**config.mk**
```make
export PLATFORM = sky130hd
export DESIGN_NAME = fconv3_queue
export DESIGN_NICKNAME = d
export VERILOG_FILES = /design/src/hw/rtl/fconv3_pkg.sv /design/src/hw/rtl/fconv3_queue.sv
export SDC_FILE = /design/constraint.sdc
export NUM_CORES = 1
export LEC_CHECK = 0
export ABC_CLOCK_PERIOD_IN_PS = 15000
export BUFFER_PORTS_ARGS = -buffer_cell sky130_fd_sc_hd__clkbuf_2
export CORE_MARGIN = 8
export CORE_UTILIZATION = 38
export DETAILED_ROUTE_END_ITERATION = 7
export PLACE_DENSITY = 0.6
export RECOVER_POWER = 100
export SYNTH_ARGS = -nofsm -noshare
export SYNTH_HDL_FRONTEND = slang
export SYNTH_SLANG_ARGS = --single-unit
```
**constraint.sdc**
```tcl
create_clock -name clk -period 15 [get_ports clk]
set_input_delay 3 -clock clk [delete_from_list [all_inputs] [get_ports clk]]
set_output_delay 3 -clock clk [all_outputs]
set_load 0.05 [all_outputs]
```
**src/hw/rtl/fconv3_pkg.sv**
```systemverilog
`default_nettype none

package fconv3_pkg;

  // grid limits and sample format
  localparam int MAX_WIDTH   = 64;
  localparam int MAX_HEIGHT  = 64;
  localparam int SAMPLE_BITS = 16;
  localparam int TAP_BITS    = 16;
  localparam int CONV_BITS   = 35;
  localparam int IDX_BITS    = 7;
  localparam int GEOM_BITS   = 7;
  localparam int STEP_BITS   = 3;
  localparam int CFG_BITS    = 64;
  localparam int CFG_IDX_BITS = 3;

  // counter and index widths
  localparam int RB = $clog2(MAX_HEIGHT);
  localparam int CB = $clog2(MAX_WIDTH);
  localparam int HB = $clog2(MAX_HEIGHT + 1);
  localparam int WB = $clog2(MAX_WIDTH + 1);
  localparam int MAX_DIM = (MAX_HEIGHT > MAX_WIDTH) ? MAX_HEIGHT : MAX_WIDTH;
  localparam int DB = $clog2(MAX_DIM + 2);

  // divide by three through a reciprocal, exact for values below 2**DB
  localparam int DIV_K     = DB + 2;
  localparam int DIV_RECIP = ((2 ** DIV_K) + 2) / 3;

  // arithmetic widths
  localparam int PROD_BITS = SAMPLE_BITS + TAP_BITS;
  localparam int PSUM_BITS = PROD_BITS + 2;
  localparam int SUM_BITS  = (PROD_BITS + 4 > CONV_BITS) ? PROD_BITS + 4 : CONV_BITS;

  // job queue between front and back
  localparam int QDEPTH = 4;
  localparam int QAB    = $clog2(QDEPTH);
  localparam int QCB    = $clog2(QDEPTH + 1);

  // stream word widths
  localparam int IN_DATA_BITS  = ((SAMPLE_BITS + 7) / 8) * 8;
  localparam int OUT_FIELD_BITS = CONV_BITS + 2 * IDX_BITS;
  localparam int OUT_DATA_BITS = ((OUT_FIELD_BITS + 7) / 8) * 8;

  // register indexes of the configuration port
  typedef enum logic [CFG_IDX_BITS-1:0] {
    REG_GRID_HEIGHT,
    REG_GRID_WIDTH,
    REG_STEP_SIZE,
    REG_TAPS_FIRST,
    REG_TAPS_SECOND,
    REG_TAP_FINAL
  } reg_index_t;

  typedef logic signed [SAMPLE_BITS-1:0] sample_t;
  typedef logic signed [TAP_BITS-1:0] tap_t;
  typedef tap_t [8:0] taps_t;
  typedef sample_t [8:0] window_t;

  // grid geometry as written
  typedef struct packed {
    logic [GEOM_BITS-1:0] grid_height;
    logic [GEOM_BITS-1:0] grid_width;
    logic [STEP_BITS-1:0] step_size;
  } geom_t;

  // one classified sample: its window and the outputs it completes
  typedef struct packed {
    window_t                   win;
    logic [2:0]                rmask;
    logic [2:0]                cmask;
    logic [2:0][IDX_BITS-1:0]  orow;
    logic [2:0][IDX_BITS-1:0]  ocol;
  } job_t;

  typedef struct packed {
    logic       found;
    logic [1:0] idx;
  } bitpos_t;

  // quotient of a padded position by the stride (1 to 4)
  function automatic logic [DB-1:0] step_div(input logic [DB-1:0] v,
                                             input logic [STEP_BITS-1:0] s);
    logic [DB+DIV_K-1:0] prod;
    logic [DB-1:0]       q;
    prod = (DB + DIV_K)'(v) * (DB + DIV_K)'(DIV_RECIP);
    case (s)
      3'd2:    q = v >> 1;
      3'd3:    q = prod[DB+DIV_K-1:DIV_K];
      3'd4:    q = v >> 2;
      default: q = v;
    endcase
    return q;
  endfunction

  // lowest set bit of a nonzero offset mask
  function automatic logic [1:0] first_bit(input logic [2:0] m);
    logic [1:0] p;
    if (m[0]) p = 2'd0;
    else if (m[1]) p = 2'd1;
    else p = 2'd2;
    return p;
  endfunction

  // next set bit above position p
  function automatic bitpos_t next_bit(input logic [2:0] m, input logic [1:0] p);
    bitpos_t r;
    r = '0;
    if (p == 2'd0 && m[1]) begin
      r.found = 1'b1;
      r.idx   = 2'd1;
    end else if (p != 2'd2 && m[2]) begin
      r.found = 1'b1;
      r.idx   = 2'd2;
    end
    return r;
  endfunction

endpackage

`default_nettype wire

```
**src/hw/rtl/fconv3_queue.sv**
```systemverilog
`default_nettype none

module fconv3_queue (
  input  wire logic                       clk,
  input  wire logic                       rst,
  input  wire logic                       push,
  input  wire fconv3_pkg::job_t           push_job,
  input  wire logic                       pop,
  output fconv3_pkg::job_t                head_job,
  output logic                            head_valid,
  output logic [fconv3_pkg::QCB-1:0]      count
);
  import fconv3_pkg::*;

  job_t slots [QDEPTH];
  logic [QAB-1:0] wptr, rptr;

  assign head_job   = slots[rptr];
  assign head_valid = (count != '0);

  // pointers and fill level
  always_ff @(posedge clk) begin
    if (rst) begin
      wptr  <= '0;
      rptr  <= '0;
      count <= '0;
    end else begin
      if (push) begin
        wptr <= (wptr == QAB'(QDEPTH - 1)) ? '0 : wptr + QAB'(1);
      end
      if (pop) begin
        rptr <= (rptr == QAB'(QDEPTH - 1)) ? '0 : rptr + QAB'(1);
      end
      count <= count + QCB'(push) - QCB'(pop);
    end
  end

  // storage
  always_ff @(posedge clk) begin
    if (push) begin
      slots[wptr] <= push_job;
    end
  end

endmodule

`default_nettype wire

```
-- Word level (Yosys, flattened, before mapping)
Memory sizes are Yosys's and may differ from the RTL's. A register that Yosys moved wholly into a read port is not among the register bits.
Index checks and enable logic that the tools add are counted.
- bits in latches: 0
- bits in read-only memories: 0
- output and inout bits: 196
- word-level logic and storage cells: 17
- input bits: 196
- memories kept: 1
- bits in registers: 7
- bits in writable memories: 768
- memory list (memory ; depth ; bits a word ; rd ports ; clocked after Yosys merged registers in ; wr ports ; line ; RTL):
    slots ; 4 ; 192 ; 1 ; 1 ; 1 ; fconv3_queue.sv:15 ; job_t slots [QDEPTH];
- div/mod/pow operators: 0
- add/sub/neg operators: 4
- shift-type cells: 0
- eq/ne operators: 2
- mux-type cells: 6
- order comparisons: 0
- reduce and logical (&&, ||, !) cells: 1
- $mul: 0
- bitwise logic cells: 0
- operator list (cell ; count):
    2-to-1 mux 2 bit ; 4
    adder 2 x 1 -> 2 bit, second input constant ; 2
    equality test 2 bit, second input constant ; 2
    adder 3 x 1 -> 3 bit ; 1
    nonzero test 3 bit ; 1
    subtractor 3 x 1 -> 3 bit ; 1
    2-to-1 mux 1 bit ; 2

-- Longest topological paths before layout
- word-level depth: 4
- depth in mapped cells: 8
- gate-level depth less buffers: 8

-- Worst setup path before layout
Ideal clock, no wire load.
- path kind: input to register
- from: in push
- to: mem slots[0][0] in the netlist's numbering (enable)
- arrival: 7.359 ns
- required time: 14.425 ns
- cell stages on the path: 1
- library setup time: 0.575 ns
- setup slack: 7.066 ns
- path buffers: 0
- path through: and2_1
- cells in the longest elaborated chain, start to end: 2
- ends and longest elaborated chain (what ; line ; RTL):
    start: declaration ; fconv3_queue.sv:6 ; input wire logic push,
    2-to-1 mux 1 bit ; fconv3_queue.sv:40 ; if (push) begin
    2-to-1 mux 1 bit (not written as such) ; fconv3_queue.sv:41 ; slots[wptr] <= push_job;
    end: declaration ; fconv3_queue.sv:15 ;
Every way passes these cells.

-- Worst setup path after layout
- from: in push
- to: mem slots[3][152] in the netlist's numbering (enable)
Same word-level chain as after synthesis.

==> key figures <==
Routing
  • Drt pass-1 iters: 6
  • Routed WL: around 60000 um
  • Antenna-violating nets left: 0
  • DR DRC count: 0
  • DR iter-0 viols: approximately 640
  • DR vias: 12500
  • Routed wire per std cell: 23.1 um
  • Drt via density: 4.92

STA
  • Final Hold Vio Count: 0
  • Headroom to the max-slew limit: -172%
  • Clk_skew: between 20 and 25 ps
  • Finish-stage setup viols: 0
  • Final min period: 10130 ps
  • FMAX: 98.7 MHz
  • Final period util: 67.5%
  • RSZ-0062 raised after global routing: no
  • Final Max Tran Viols: 741
  • TNS Setup: 0 ps
  • Slew @ Worst Pin: 4080 ps

Placed design
  • PortBufs: approximately 390
  • GP Congestion: 0.702
  • Dpl hpwl: 35300 um
  • Inst Count DP: 2378

Die
  • Starting Density: 38.2%
  • Die Wd: 289 um
  • DIE HEIGHT: 289 um
  • FP Rows: 100
  • Core Area: 74200 um^2
  • IO Count: just under 400
  • DIE AREA: 83600 um^2

Synth
  • Xor/xnor cell area share of the yosys netlist: less than 1%
  • Simple-Gate Fraction of Synth Area: 0.291%
  • Compound-Gate Fraction of Synth Area: 0.0353%
  • Synth Warn #: 0
  • Synthesized cell area: 28300 um^2
  • Cell variety after synth: 20
  • Mean cell area of the mapped netlist: 27.2 um^2
  • Synth Register Bits: 777
  • Largest family of logic cells by synthesized area: multiplexers
  • Adder-Cell Fraction of Synth Area: 0.380%
  • Syn Inst Count: 1044
  • Syn_nets: roughly 1200
  • Seq/Total Area, Yosys: around four fifths
  • Mux contribution to synthesized area: 15.3%

Global route
  • Gr ovfl total: 0
  • Initial antenna violation count: 11
  • Via count of the first global-routing pass: 13500
  • Total track usage: 13.7%
  • Largest net degree at the start of global routing: 102
  • First-pass GRT wire length: about 85000 um

CTS
  • Post-cts gate resize count: 0
  • Setup bufs post-CTS: 0
  • Clk slew on worst S/H paths: 60 ps
  • H-tree depth: 3
  • Maximum root-to-sink buffer count: 3
  • Clk sinks: between 700 and 800
  • Count of hold-fix buffers inserted at cts: 0
  • CTS buffer count: a little over 80
  • CTS tree: yes
  • Clk_lat worst skew: 600 ps
  • CTS root buf: clkbuf_16

Run status
  • Failing checks: capacitance limit, slew limit
  • Status: complete, but fails checks

Cells and area
  • Final #Nets: 1697
  • Fillers: 6412
  • Layout cells sized above 1: between 20% and 30%
  • Area grow syn2layout: 17.8%
  • Most frequent cells in the layout: 768 x edfxtp_1, 412 x clkbuf_1, 192 x mux4_2
  • Non-Filler Instances: 2533
  • Commonest non-fill, non-tap cell in the layout: edfxtp_1

Power and ir drop
  • Power density cells: 154 nW/um^2
  • P_leak: 10.2 nW
  • Worst vdd ir: 0.121 mV

Worst setup path
  • Worst setup EP type: flip-flop
  • Cells on worst reg2reg path: 4
  • Startpoint types: primary input
  • Worst setup path start: push
  • Worst r2r src: wptr[0]$_SDFFE_PP0P_
  • CP max FO: 60
  • CP arrival: around 10000 ps
  • R2r setup slk: between 6000 and 7000 ps
  • Crit path to: slots[3][152]$_DFFE_PP_
  • RR Endpoint: slots[3][152]$_DFFE_PP_
  • Worst path required time: 15110 ps
  • WS Path Type: primary input to flip-flop

Run
  • Max-cap viol count: 15

Worst hold path
  • Min-Delay Path Class: flip-flop to flip-flop
kinds of logic after synthesis:
logic type                 Yosys count
AOI/OAI and AO/OA                    2
buffers and inverters               48
xor gates and xnor gates             1
muxes                              194
DFF                                777
and+or+nand+nor                     14
adders and majority gates            8
metrics by stage:
stage               setup slack, ps  total power (W)  utilization (%)  instance area [um^2]  hold slack [ps]
floorplan                      7070          0.00302                -                 28300              469
finish                         4870          0.00513             45.0                 33400              508
CTS                            8280          0.00522             45.7                 33900              498
detailed placement             8950          0.00317             42.0                 31200              487
global route                   4110          0.00530             45.0                 33400              546
global placement               8970          0.00316             42.0                 31200              484
cells in the mapped netlist (all sizes together):
master / instances / area [um^2]
nor2b: 1 / 6.26
inv: 5 / 18.8
or3b: 2 / 17.5
mux4: 192 / 4320
edfxtp: 768 / 23100
buf: 40 / 509
mux2i: 2 / 20.0
dfxtp: 9 / 180
ha: 7 / 87.6
a21oi: 2 / 10.0
or3: 1 / 6.26
xnor3: 1 / 22.5
fa: 1 / 20.0
clkbuf: 3 / 11.3
nor2: 4 / 15.0
and2: 4 / 25.0
nand2b: 2 / 12.5
area by class of cell:
type / instances / area [um^2] / area share, %
diodes: 4 / 10.0 / 0.0300
clock buffers: 102 / 2210 / 6.62
clock inverters: 49 / 548 / 1.64
inverters: 5 / 18.8 / 0.0562
multi-input cells: 219 / 4570 / 13.7
flip-flops and latches: 777 / 23200 / 69.6
well taps: 969 / 1210 / 3.63
repair buffers: 408 / 1580 / 4.72
critical path, stage by stage:
cell	delay (ps)
clkbuf_1	230
and2_0	2020
clkbuf_1	2040
clkbuf_1	2780
layer usage:
| layer | up-vias | part of all wire (%) | GRT usage, % |
|---|---|---|---|
| met5 | - | 0.12 | 0 |
| met4 | 10 | 2.4 | 4.24 |
| met2 | 341 | 50 | 23.2 |
| met1 | 6571 | 39 | 16.5 |
| met3 | 102 | 7.7 | 4.56 |
| li1 | 5449 | - | - |
where the power goes:
part / internal [W] / switching, W
logic: 0.000146 / 0.000433
clock network: 0.00122 / 0.000809
registers: 0.00249 / 0.0000259
registers in the layout, summed over array words and instances (netlist names), named ones only:
name / count
slots: 768
count: 3
rptr: 2
wptr: 2
worst min-delay path by stage:
stage                         start                   end  slack [ps]  depth (start not counted)
3_3_place_gp   rptr[0]$_SDFFE_PP0P_             flip-flop         480                          2
6_report       rptr[0]$_SDFFE_PP0P_  rptr[0]$_SDFFE_PP0P_         510                          2
5_1_grt        rptr[0]$_SDFFE_PP0P_  rptr[0]$_SDFFE_PP0P_         550                          2
2_1_floorplan  rptr[0]$_SDFFE_PP0P_             flip-flop         470                          2
4_1_cts        rptr[0]$_SDFFE_PP0P_             flip-flop         500                          2
3_5_place_dp   rptr[0]$_SDFFE_PP0P_             flip-flop         490                          2
(Power assumes the default switching activity.)
