File: src/hw/rtl/fconv3_pkg.sv
`default_nettype none

package fconv3_pkg;

  // grid limits and sample format
  localparam int MAX_WIDTH   = 64;
  localparam int MAX_HEIGHT  = 64;
  localparam int SAMPLE_BITS = 16;
  localparam int TAP_BITS    = 16;
  localparam int CONV_BITS   = 35;
  localparam int IDX_BITS    = 7;
  localparam int GEOM_BITS   = 7;
  localparam int STEP_BITS   = 3;
  localparam int CFG_BITS    = 64;
  localparam int CFG_IDX_BITS = 3;

  // counter and index widths
  localparam int RB = $clog2(MAX_HEIGHT);
  localparam int CB = $clog2(MAX_WIDTH);
  localparam int HB = $clog2(MAX_HEIGHT + 1);
  localparam int WB = $clog2(MAX_WIDTH + 1);
  localparam int MAX_DIM = (MAX_HEIGHT > MAX_WIDTH) ? MAX_HEIGHT : MAX_WIDTH;
  localparam int DB = $clog2(MAX_DIM + 2);

  // divide by three through a reciprocal, exact for values below 2**DB
  localparam int DIV_K     = DB + 2;
  localparam int DIV_RECIP = ((2 ** DIV_K) + 2) / 3;

  // arithmetic widths
  localparam int PROD_BITS = SAMPLE_BITS + TAP_BITS;
  localparam int PSUM_BITS = PROD_BITS + 2;
  localparam int SUM_BITS  = (PROD_BITS + 4 > CONV_BITS) ? PROD_BITS + 4 : CONV_BITS;

  // job queue between front and back
  localparam int QDEPTH = 4;
  localparam int QAB    = $clog2(QDEPTH);
  localparam int QCB    = $clog2(QDEPTH + 1);

  // stream word widths
  localparam int IN_DATA_BITS  = ((SAMPLE_BITS + 7) / 8) * 8;
  localparam int OUT_FIELD_BITS = CONV_BITS + 2 * IDX_BITS;
  localparam int OUT_DATA_BITS = ((OUT_FIELD_BITS + 7) / 8) * 8;

  // register indexes of the configuration port
  typedef enum logic [CFG_IDX_BITS-1:0] {
    REG_GRID_HEIGHT,
    REG_GRID_WIDTH,
    REG_STEP_SIZE,
    REG_TAPS_FIRST,
    REG_TAPS_SECOND,
    REG_TAP_FINAL
  } reg_index_t;

  typedef logic signed [SAMPLE_BITS-1:0] sample_t;
  typedef logic signed [TAP_BITS-1:0] tap_t;
  typedef tap_t [8:0] taps_t;
  typedef sample_t [8:0] window_t;

  // grid geometry as written
  typedef struct packed {
    logic [GEOM_BITS-1:0] grid_height;
    logic [GEOM_BITS-1:0] grid_width;
    logic [STEP_BITS-1:0] step_size;
  } geom_t;

  // one classified sample: its window and the outputs it completes
  typedef struct packed {
    window_t                   win;
    logic [2:0]                rmask;
    logic [2:0]                cmask;
    logic [2:0][IDX_BITS-1:0]  orow;
    logic [2:0][IDX_BITS-1:0]  ocol;
  } job_t;

  typedef struct packed {
    logic       found;
    logic [1:0] idx;
  } bitpos_t;

  // quotient of a padded position by the stride (1 to 4)
  function automatic logic [DB-1:0] step_div(input logic [DB-1:0] v,
                                             input logic [STEP_BITS-1:0] s);
    logic [DB+DIV_K-1:0] prod;
    logic [DB-1:0]       q;
    prod = (DB + DIV_K)'(v) * (DB + DIV_K)'(DIV_RECIP);
    case (s)
      3'd2:    q = v >> 1;
      3'd3:    q = prod[DB+DIV_K-1:DIV_K];
      3'd4:    q = v >> 2;
      default: q = v;
    endcase
    return q;
  endfunction

  // lowest set bit of a nonzero offset mask
  function automatic logic [1:0] first_bit(input logic [2:0] m);
    logic [1:0] p;
    if (m[0]) p = 2'd0;
    else if (m[1]) p = 2'd1;
    else p = 2'd2;
    return p;
  endfunction

  // next set bit above position p
  function automatic bitpos_t next_bit(input logic [2:0] m, input logic [1:0] p);
    bitpos_t r;
    r = '0;
    if (p == 2'd0 && m[1]) begin
      r.found = 1'b1;
      r.idx   = 2'd1;
    end else if (p != 2'd2 && m[2]) begin
      r.found = 1'b1;
      r.idx   = 2'd2;
    end
    return r;
  endfunction

endpackage

`default_nettype wire

File: src/hw/rtl/fconv3_ram.sv
`default_nettype none

module fconv3_ram #(
  parameter int WIDTH = 16,
  parameter int DEPTH = 64
) (
  input  wire logic                     clk,
  input  wire logic                     we,
  input  wire logic [$clog2(DEPTH)-1:0] waddr,
  input  wire logic [WIDTH-1:0]         wdata,
  input  wire logic                     re,
  input  wire logic [$clog2(DEPTH)-1:0] raddr,
  output logic      [WIDTH-1:0]         rdata
);

  logic [WIDTH-1:0] mem [DEPTH];

  // one write port, one registered read port, read returns old data
  always_ff @(posedge clk) begin
    if (we) begin
      mem[waddr] <= wdata;
    end
    if (re) begin
      rdata <= mem[raddr];
    end
  end

endmodule

`default_nettype wire

File: src/hw/rtl/fconv3_front.sv
`default_nettype none

module fconv3_front (
  input  wire logic                    clk,
  input  wire logic                    rst,
  input  wire logic                    in_valid,
  output logic                         in_ready,
  input  wire fconv3_pkg::sample_t     in_sample,
  input  wire fconv3_pkg::geom_t       geom,
  input  wire logic [fconv3_pkg::QCB-1:0] q_count,
  output logic                         push,
  output fconv3_pkg::job_t             job
);
  import fconv3_pkg::*;

  logic [HB-1:0] h;
  logic [WB-1:0] w;
  logic [STEP_BITS-1:0] s;
  logic [RB-1:0] rlim, r, row_count;
  logic [CB-1:0] clim, c, col_count;
  logic last_row, last_col, accept, fwd_now;
  logic [2:0] rmask, cmask;
  logic [2:0][IDX_BITS-1:0] orow, ocol;

  logic s1_valid, s1_col0, s1_r1, s1_r2, s1_fwd;
  sample_t s1_sample, fwd_mid, fwd_top, mid_rd, top_rd, mid_eff, top_eff;
  logic [CB-1:0] s1_col;
  logic [2:0] s1_rmask, s1_cmask;
  logic [2:0][IDX_BITS-1:0] s1_orow, s1_ocol;
  window_t window, base, win_next;

  // clamp the geometry into its legal range
  always_comb begin
    if (geom.grid_height == '0) h = HB'(1);
    else if (32'(geom.grid_height) > MAX_HEIGHT) h = HB'(MAX_HEIGHT);
    else h = HB'(geom.grid_height);
    if (geom.grid_width == '0) w = WB'(1);
    else if (32'(geom.grid_width) > MAX_WIDTH) w = WB'(MAX_WIDTH);
    else w = WB'(geom.grid_width);
    if (geom.step_size == '0) s = STEP_BITS'(1);
    else if (geom.step_size > STEP_BITS'(4)) s = STEP_BITS'(4);
    else s = geom.step_size;
  end

  // position of the incoming sample
  assign rlim     = RB'(h - HB'(1));
  assign clim     = CB'(w - WB'(1));
  assign r        = (row_count < rlim) ? row_count : rlim;
  assign c        = (col_count < clim) ? col_count : clim;
  assign last_row = (r == rlim);
  assign last_col = (c == clim);

  // classify: which padded rows and columns close a window on the stride grid
  always_comb begin
    logic [DB-1:0] pr, pc, qr, qc, mr, mc;
    for (int d = 0; d < 3; d++) begin
      pr = DB'(r) + DB'(d);
      pc = DB'(c) + DB'(d);
      qr = step_div(pr, s);
      qc = step_div(pc, s);
      mr = pr - DB'(qr * DB'(s));
      mc = pc - DB'(qc * DB'(s));
      rmask[d] = (d == 0 || last_row) && (mr == '0);
      cmask[d] = (d == 0 || last_col) && (mc == '0);
      orow[d]  = IDX_BITS'(qr);
      ocol[d]  = IDX_BITS'(qc);
    end
  end

  // room for this word and the one still in the line stage
  assign in_ready = ({1'b0, q_count} + {{QCB{1'b0}}, s1_valid}) < (QCB + 1)'(QDEPTH);
  assign accept   = in_valid && in_ready;
  assign fwd_now  = s1_valid && (s1_col == c);

  // line stores: previous row and the row before it
  fconv3_ram #(.WIDTH(SAMPLE_BITS), .DEPTH(MAX_WIDTH)) u_mid_line (
    .clk   (clk),
    .we    (s1_valid),
    .waddr (s1_col),
    .wdata (s1_sample),
    .re    (accept),
    .raddr (c),
    .rdata (mid_rd)
  );

  fconv3_ram #(.WIDTH(SAMPLE_BITS), .DEPTH(MAX_WIDTH)) u_top_line (
    .clk   (clk),
    .we    (s1_valid),
    .waddr (s1_col),
    .wdata (mid_eff),
    .re    (accept),
    .raddr (c),
    .rdata (top_rd)
  );

  // bypass when the line entry is written in the same cycle it is read
  assign mid_eff = s1_fwd ? fwd_mid : mid_rd;
  assign top_eff = s1_fwd ? fwd_top : top_rd;

  // position counters and line-stage control
  always_ff @(posedge clk) begin
    if (rst) begin
      row_count <= '0;
      col_count <= '0;
      s1_valid  <= 1'b0;
    end else begin
      s1_valid <= accept;
      if (accept) begin
        if (last_col) begin
          col_count <= '0;
          row_count <= last_row ? '0 : r + RB'(1);
        end else begin
          col_count <= c + CB'(1);
          row_count <= r;
        end
      end
    end
  end

  // line-stage payload
  always_ff @(posedge clk) begin
    if (accept) begin
      s1_sample <= in_sample;
      s1_col    <= c;
      s1_col0   <= (c == '0);
      s1_r1     <= (r >= RB'(1));
      s1_r2     <= (r >= RB'(2));
      s1_fwd    <= fwd_now;
      s1_rmask  <= rmask;
      s1_cmask  <= cmask;
      s1_orow   <= orow;
      s1_ocol   <= ocol;
      fwd_mid   <= s1_sample;
      fwd_top   <= mid_eff;
    end
  end

  // window shift, cleared at the start of each row
  always_comb begin
    base = s1_col0 ? '0 : window;
    win_next[0] = base[1];
    win_next[1] = base[2];
    win_next[2] = s1_r2 ? top_eff : '0;
    win_next[3] = base[4];
    win_next[4] = base[5];
    win_next[5] = s1_r1 ? mid_eff : '0;
    win_next[6] = base[7];
    win_next[7] = base[8];
    win_next[8] = s1_sample;
  end

  always_ff @(posedge clk) begin
    if (rst) begin
      window <= '0;
    end else if (s1_valid) begin
      window <= win_next;
    end
  end

  // hand the classified word to the queue
  assign push      = s1_valid;
  assign job.win   = win_next;
  assign job.rmask = s1_rmask;
  assign job.cmask = s1_cmask;
  assign job.orow  = s1_orow;
  assign job.ocol  = s1_ocol;

endmodule

`default_nettype wire

File: config.mk
export PLATFORM = sky130hd
export DESIGN_NAME = fconv3_front
export DESIGN_NICKNAME = d
export VERILOG_FILES = /design/src/hw/rtl/fconv3_pkg.sv /design/src/hw/rtl/fconv3_ram.sv /design/src/hw/rtl/fconv3_front.sv
export SDC_FILE = /design/constraint.sdc
export NUM_CORES = 2
export LEC_CHECK = 0
export BUFFER_PORTS_ARGS = -buffer_cell sky130_fd_sc_hd__clkbuf_2
export CORE_MARGIN = 4
export CORE_UTILIZATION = 55
export CTS_CLUSTER_SIZE = 20
export DETAILED_ROUTE_END_ITERATION = 16
export PLACE_DENSITY = 0.72
export SYNTH_ARGS = -nofsm -noshare
export SYNTH_HDL_FRONTEND = slang
export SYNTH_SLANG_ARGS = --single-unit
File: constraint.sdc
create_clock -name clk -period 13.6 [get_ports clk]
set_input_delay 0.68 -clock clk [delete_from_list [all_inputs] [get_ports clk]]
set_output_delay 0.68 -clock clk [all_outputs]
set_load 0.005 [all_outputs]
# ---- Word level (Yosys, flattened, before mapping)
# Memory sizes are Yosys's and may differ from the RTL's. A register that Yosys moved wholly into a read port is not among the register bits.
# Cells that the tools add are included.
dict set report word_totals {
  reg_bits 263
  ram_bits 2048
  inputBits 39
  output_inout_bits 194
  wordCells 111
  memories 2
}
# name words width rd rd_ports_with_merged_regs wr line_no
set mem_list {}
lappend mem_list {u_mid_line.mem 64 16 1 1 1 fconv3_ram.sv:16} ;# logic [WIDTH-1:0] mem [DEPTH];
lappend mem_list {u_top_line.mem 64 16 1 1 1 fconv3_ram.sv:16}
dict set report op_classes {
  addsub 15
  n_mul 12
  n_lt_le_gt_ge 8
  n_eq_ne 6
  muxes 24
  n_reduce_logical 16
}
# cell n
set op_table {}
lappend op_table {{$mux W144} 1}
lappend op_table {{$pmux W7 S3} 4}
lappend op_table {{$mux W16} 4}
lappend op_table {{$mul A7 B8 Y15 const B} 4}
lappend op_table {{$logic_not A7 Y1} 8}
lappend op_table {{$mux W6} 9}
lappend op_table {{$mul A7 B3 Y7} 6}
lappend op_table {{$pmux W6 S3} 2}
lappend op_table {{$mul A6 B8 Y14 const B} 2}
lappend op_table {{$sub A7 B7 Y7} 4}
lappend op_table {{$eq A6 B6 Y1} 3}
lappend op_table {{$add A6 B1 Y7 const B} 2}
lappend op_table {{$add A6 B2 Y7 const B} 2}
lappend op_table {{$gt A7 B7 Y1 const B} 2}
lappend op_table {{$sub A6 B7 Y7} 2}
lappend op_table {{$add A6 B1 Y6 const B} 2}
lappend op_table {{$lt A6 B6 Y1} 2}
lappend op_table {{$sub A6 B1 Y6 const B} 2}
lappend op_table {{$eq A3 B2 Y1 const B} 2}
lappend op_table {{$ge A6 B1 Y1 const B} 1}
lappend op_table {{$ge A6 B2 Y1 const B} 1}
lappend op_table {{$logic_and A1 B1 Y1} 6}
lappend op_table {{$logic_not A6 Y1} 1}
lappend op_table {{$mux W3} 2}
lappend op_table {{6 further kinds} 7}

# ---- Logic depth before layout (Yosys ltp)
dict set report depth {
  word_depth 13
  mapped_depth 50
  ltp_nobuf 47
}

# ---- By module
# A second synthesis with hierarchy kept.
dict set report hier_totals {
  hier_cells 5662
  hier_area_um2 99344.0
}
# mod instances cells_each area_per_inst_um2 seq_area_each_um2
set by_module_without_submodules {}
lappend by_module_without_submodules {fconv3_ram 2 1829 40202.3 31230.0}
lappend by_module_without_submodules {fconv3_front 1 2004 18939.4 5305.1}

# ---- Worst setup path before layout
# Ideal clock, no wire load.
dict set report synth_timing {
  kind {input port to flip-flop}
  from {input geom[5] in the netlist's numbering}
  to {register s1_cmask[2] (data pin)}
  setup_time_ns 0.258
  arrival_ns 11.246
  required_time_ns 13.342
  path_slack_ns 2.096
  stages 46
  n_path_buf 4
  cell_sequence {nor3_2 a21o_1 nand2_1 ha_1 xnor2_1 inv_1 ha_1 and3_1 a41o_1 or3_1 a31o_2 mux2_2 buf_2 buf_2 clkbuf_1 clkbuf_1 ha_1 nand2_1 [... 10 more ...] a21o_1 or3_1 a211oi_1 nor2_1 xnor2_1 a211oi_1 a211o_1 and2_1 fa_1 fa_1 inv_1 ha_1 a21oi_1 o21bai_1 a21oi_1 xnor2_1 xnor2_1 nor3_1}
}
# item line_no
set synth_rtl {}
lappend synth_rtl {{start: declaration} fconv3_front.sv:9} ;# input wire fconv3_pkg::geom_t geom,
lappend synth_rtl {{end signal: assignment} fconv3_front.sv:130} ;# s1_cmask <= cmask;
lappend synth_rtl {{end: declaration} fconv3_front.sv:28} ;# logic [2:0] s1_rmask, s1_cmask;

==> reports/metrics.cfg <==
[timing]
timing.final.max_slew_violations=0
hold_viol_final=0
post_route_setup_tns_ns=0
layout_worst_path_cycle_share_pct=84.8
final-setup-viol-count=0
tightestPinTransition_ns=1.17
layout_min_cycle_time_ns=11.53
rsz0062_at_grt=false
fin_skew_ns=0.0733
timing.slew.headroom_pct=22.2
worst_hold_slack_across_all_endpoints_ns=0.283
timing.fmax_ghz=0.0867

[placed_design]
placedCellCount=10200
last_weighted_congestion_value_of_the_routability_driven_placer=0.902
number_of_port_buffers=230
hpwlAfterDp_um=161000
placed_area_mm2=0.106

[drt]
dr_wl_cell_um=26.3
detail-route-antenna-nets=0
routed-via-count=66100
drt_iter0_markers=8258
drt_first_pass_iters=8
via_per_inst=6.21
drc_errors=0
drt_wl_total_um=280000

[cts]
clock_tree.buffer_depth=3
path_clk_slew_ns=0.06
ctsHtreeMaxLevel=4
tritoncts.num_buffers=216
tritoncts=done
clock_latency_ns=0.86
ctsRootBufferMaster=sky130_fd_sc_hd__clkbuf_16
setup_fix_buffers_added_after_clock_tree_synthesis=0
cts_num_sinks=2293

[yosys]
synth-compound-area-share_pct=6.95
netlist_area_mm2=0.101
main_combinational_cell_family_by_area_after_synthesis=simple AND/OR/NAND/NOR gates
post_synth_mux_area_share_pct=5.31
synth_sequential_area_ratio_pct=67.0
count_of_flip_flops_with_a_built_in_enable_after_synthesis=2184
yosysWarnings=0
post_synth.cell_area_avg_um2=13.0
synth_cell_type_count=90
synth_adder_area_share_pct=4.99
synthSimpleGateAreaFrac_pct=11.9
async_reset_ff_share_pct=0
synthXorXnorAreaFrac_pct=0.847
synth_top_flop_cell=sky130_fd_sc_hd__edfxtp_1
postSynthRegisterBits=2293
synthesized_instance_count=7799

[layout]
final-instance-count-excl-fill=10600
finish.utilization_pct=61.5
most_frequent_standard_cell_in_the_layout_excluding_fill_and_tap_cells=sky130_fd_sc_hd__edfxtp_1
fin_nets=8374
syn_to_final_growth_pct=11.2
drive_gt1_share_pct=10.5
layout.cell_area.non_filler_mm2=0.113
layout_common_cells=sky130_fd_sc_hd__edfxtp_1, sky130_fd_sc_hd__nand2_1, sky130_fd_sc_hd__mux2i_1
fill_cells=13700

[setup_path]
crit_path_max_fanout=44
critical_path.slowest_cell=sky130_fd_sc_hd__a211oi_1
crit-reg2reg-capture=s1_rmask[1]
worst_path_buffer_plus_inverter_count=8
worst-r2r-setup-slack_ns=2.87
crit_path_start_kind=primary input
required_ns=14.19
launch_point_of_the_worst_reg_to_reg_path=row_count[1]
worst-endpoint-arrival_ns=12.12
slowest_stage_delay_cp_ns=0.56
crit_path_end=s1_cmask[2]
worst-path-stages=45
kind_of_end_point_of_the_critical_path=flop
reg2reg_depth=42
critPathLaunch=geom[5]
worst-setup-path-type=in2reg
family_with_the_most_delay_on_the_worst_path=adder cells

[floorplan]
start_util_pct=55.3
ioPinCount=233
die_height_um=437
rows=157
die_width_um=437
coreArea_mm2=0.183
design.die.area_mm2=0.191

[global_routing]
global_route.usage.total_pct=28.7
first_global_vias=64400
grt.overflow.total=0
grt_pass1_wl_um=413000
antenna_found_initial=8
largest_net_degree_at_the_start_of_global_routing=181

[power]
vdd_ir_drop_max_mv=0.132
leak_nw=42.5
power-per-cell-area_mw_per_mm2=132

[min_path]
holdCritPathClass=in2reg

[status]
result_of_the_run=finished clean

[flow_run]
max-cap-violations=0

## cells by family (layout without fill, tap and decap cells)
kind of cell | count (synthesis) | after routing
XOR/XNOR | 97 | 97
multiplexers | 532 | 532
buffers and inverters | 718 | 1094
AND/OR/NAND/NOR | 2789 | 2789
adder cells (fa/ha/maj) | 345 | 345
flip-flops | 2293 | 2293
other | 1 | 8
AO/OA/AOI/OAI | 1024 | 1024
## Yosys cell counts, types with 8 or more instances
cell type | n | area share [%]
sky130_fd_sc_hd__buf_2 | 116 | 0.57
sky130_fd_sc_hd__clkbuf_1 | 258 | 0.96
sky130_fd_sc_hd__a31oi_1 | 209 | 1.3
sky130_fd_sc_hd__or3_1 | 13 | 0.080
sky130_fd_sc_hd__edfxtp_1 | 2184 | 65
sky130_fd_sc_hd__mux2i_1 | 506 | 5.0
sky130_fd_sc_hd__o21ai_0 | 76 | 0.38
sky130_fd_sc_hd__inv_1 | 244 | 0.91
sky130_fd_sc_hd__o221ai_1 | 81 | 0.70
sky130_fd_sc_hd__nor2b_1 | 122 | 0.75
sky130_fd_sc_hd__xor2_1 | 31 | 0.27
sky130_fd_sc_hd__buf_6 | 10 | 0.11
sky130_fd_sc_hd__nand2_1 | 1641 | 6.1
sky130_fd_sc_hd__and3_1 | 130 | 0.80
sky130_fd_sc_hd__nor4_1 | 9 | 0.056
sky130_fd_sc_hd__buf_1 | 35 | 0.13
sky130_fd_sc_hd__a21oi_1 | 214 | 1.1
sky130_fd_sc_hd__a211o_1 | 35 | 0.30
sky130_fd_sc_hd__nand4_1 | 11 | 0.068
sky130_fd_sc_hd__a32o_1 | 28 | 0.28
sky130_fd_sc_hd__o22ai_1 | 99 | 0.61
sky130_fd_sc_hd__o21ai_1 | 13 | 0.064
sky130_fd_sc_hd__buf_4 | 43 | 0.32
sky130_fd_sc_hd__a211oi_1 | 20 | 0.15
sky130_fd_sc_hd__o32ai_1 | 26 | 0.23
sky130_fd_sc_hd__o311ai_1 | 23 | 0.20
sky130_fd_sc_hd__fa_1 | 98 | 1.9
sky130_fd_sc_hd__and2_1 | 35 | 0.22
sky130_fd_sc_hd__ha_1 | 244 | 3.0
sky130_fd_sc_hd__a21o_1 | 40 | 0.30
sky130_fd_sc_hd__o22a_1 | 8 | 0.069
sky130_fd_sc_hd__a311oi_1 | 11 | 0.095
sky130_fd_sc_hd__nor3_1 | 50 | 0.25
sky130_fd_sc_hd__a221oi_1 | 56 | 0.48
sky130_fd_sc_hd__nand2b_1 | 13 | 0.080
sky130_fd_sc_hd__o21bai_1 | 10 | 0.074
sky130_fd_sc_hd__nand3_1 | 422 | 2.1
sky130_fd_sc_hd__dfxtp_1 | 109 | 2.2
sky130_fd_sc_hd__nor2_1 | 313 | 1.2
sky130_fd_sc_hd__xnor2_1 | 65 | 0.56
sky130_fd_sc_hd__mux2_2 | 24 | 0.27
## layout make-up
| type | count | area (um2) | share of cell area [%] |
|---|---|---|---|
| sequential | 2293 | 67800 | 60.2 |
| multi-input combinational | 4789 | 30900 | 27.5 |
| clock buffer | 274 | 5740 | 5.10 |
| tap | 2464 | 3080 | 2.74 |
| timing repair buffer | 437 | 2870 | 2.55 |
| clock inverter | 127 | 1120 | 0.997 |
| inverter | 256 | 995 | 0.884 |
| antenna | 6 | 15.0 | 0.0133 |
## flip-flops by register name (all words and copies together), names as in the netlist, 16 cells and up
register,flops
window,96
u_top_line.rdata,16
s1_sample,16
u_mid_line.rdata,16
u_mid_line.mem,1024
fwd_top,16
job,40
u_top_line.mem,1024
fwd_mid,16
## repair_timing
item	CTS	global route
hold buffers	16	0
endpoints found under the hold margin	16	0
resized for setup	0	0
## metal layers
layer	GRT usage (%)	routed length [um]
met5	0	0
met3	4.88	29400
met1	39.9	109000
met2	45.3	129000
met4	11.6	11900
## stage by stage
| step | total power [W] | setup WS, ns |
|---|---|---|
| floorplan | 0.00878 | 2.10 |
| global placement | 0.00913 | 1.48 |
| detailed placement | 0.00916 | 1.28 |
| global route | 0.0154 | 1.32 |
| finish | 0.0149 | 2.07 |
| CTS | 0.0149 | 2.16 |
## where the power goes
group | switching, W | internal [W]
Sequential | 0.0000240 | 0.00776
Combinational | 0.000827 | 0.000420
Clock | 0.00262 | 0.00324
## how the worst min path moves through the flow
stage | start | end | cells after the start
6_report | rst | window[67] | 2
5_1_grt | rst | window[67] | 2
4_1_cts | rst | window[67] | 2
3_5_place_dp | window[32] | window[32] | 2
3_3_place_gp | window[127] | window[127] | 2
2_1_floorplan | window[112] | window[112] | 2
No activity file was read; power rests on OpenSTA's default activity.
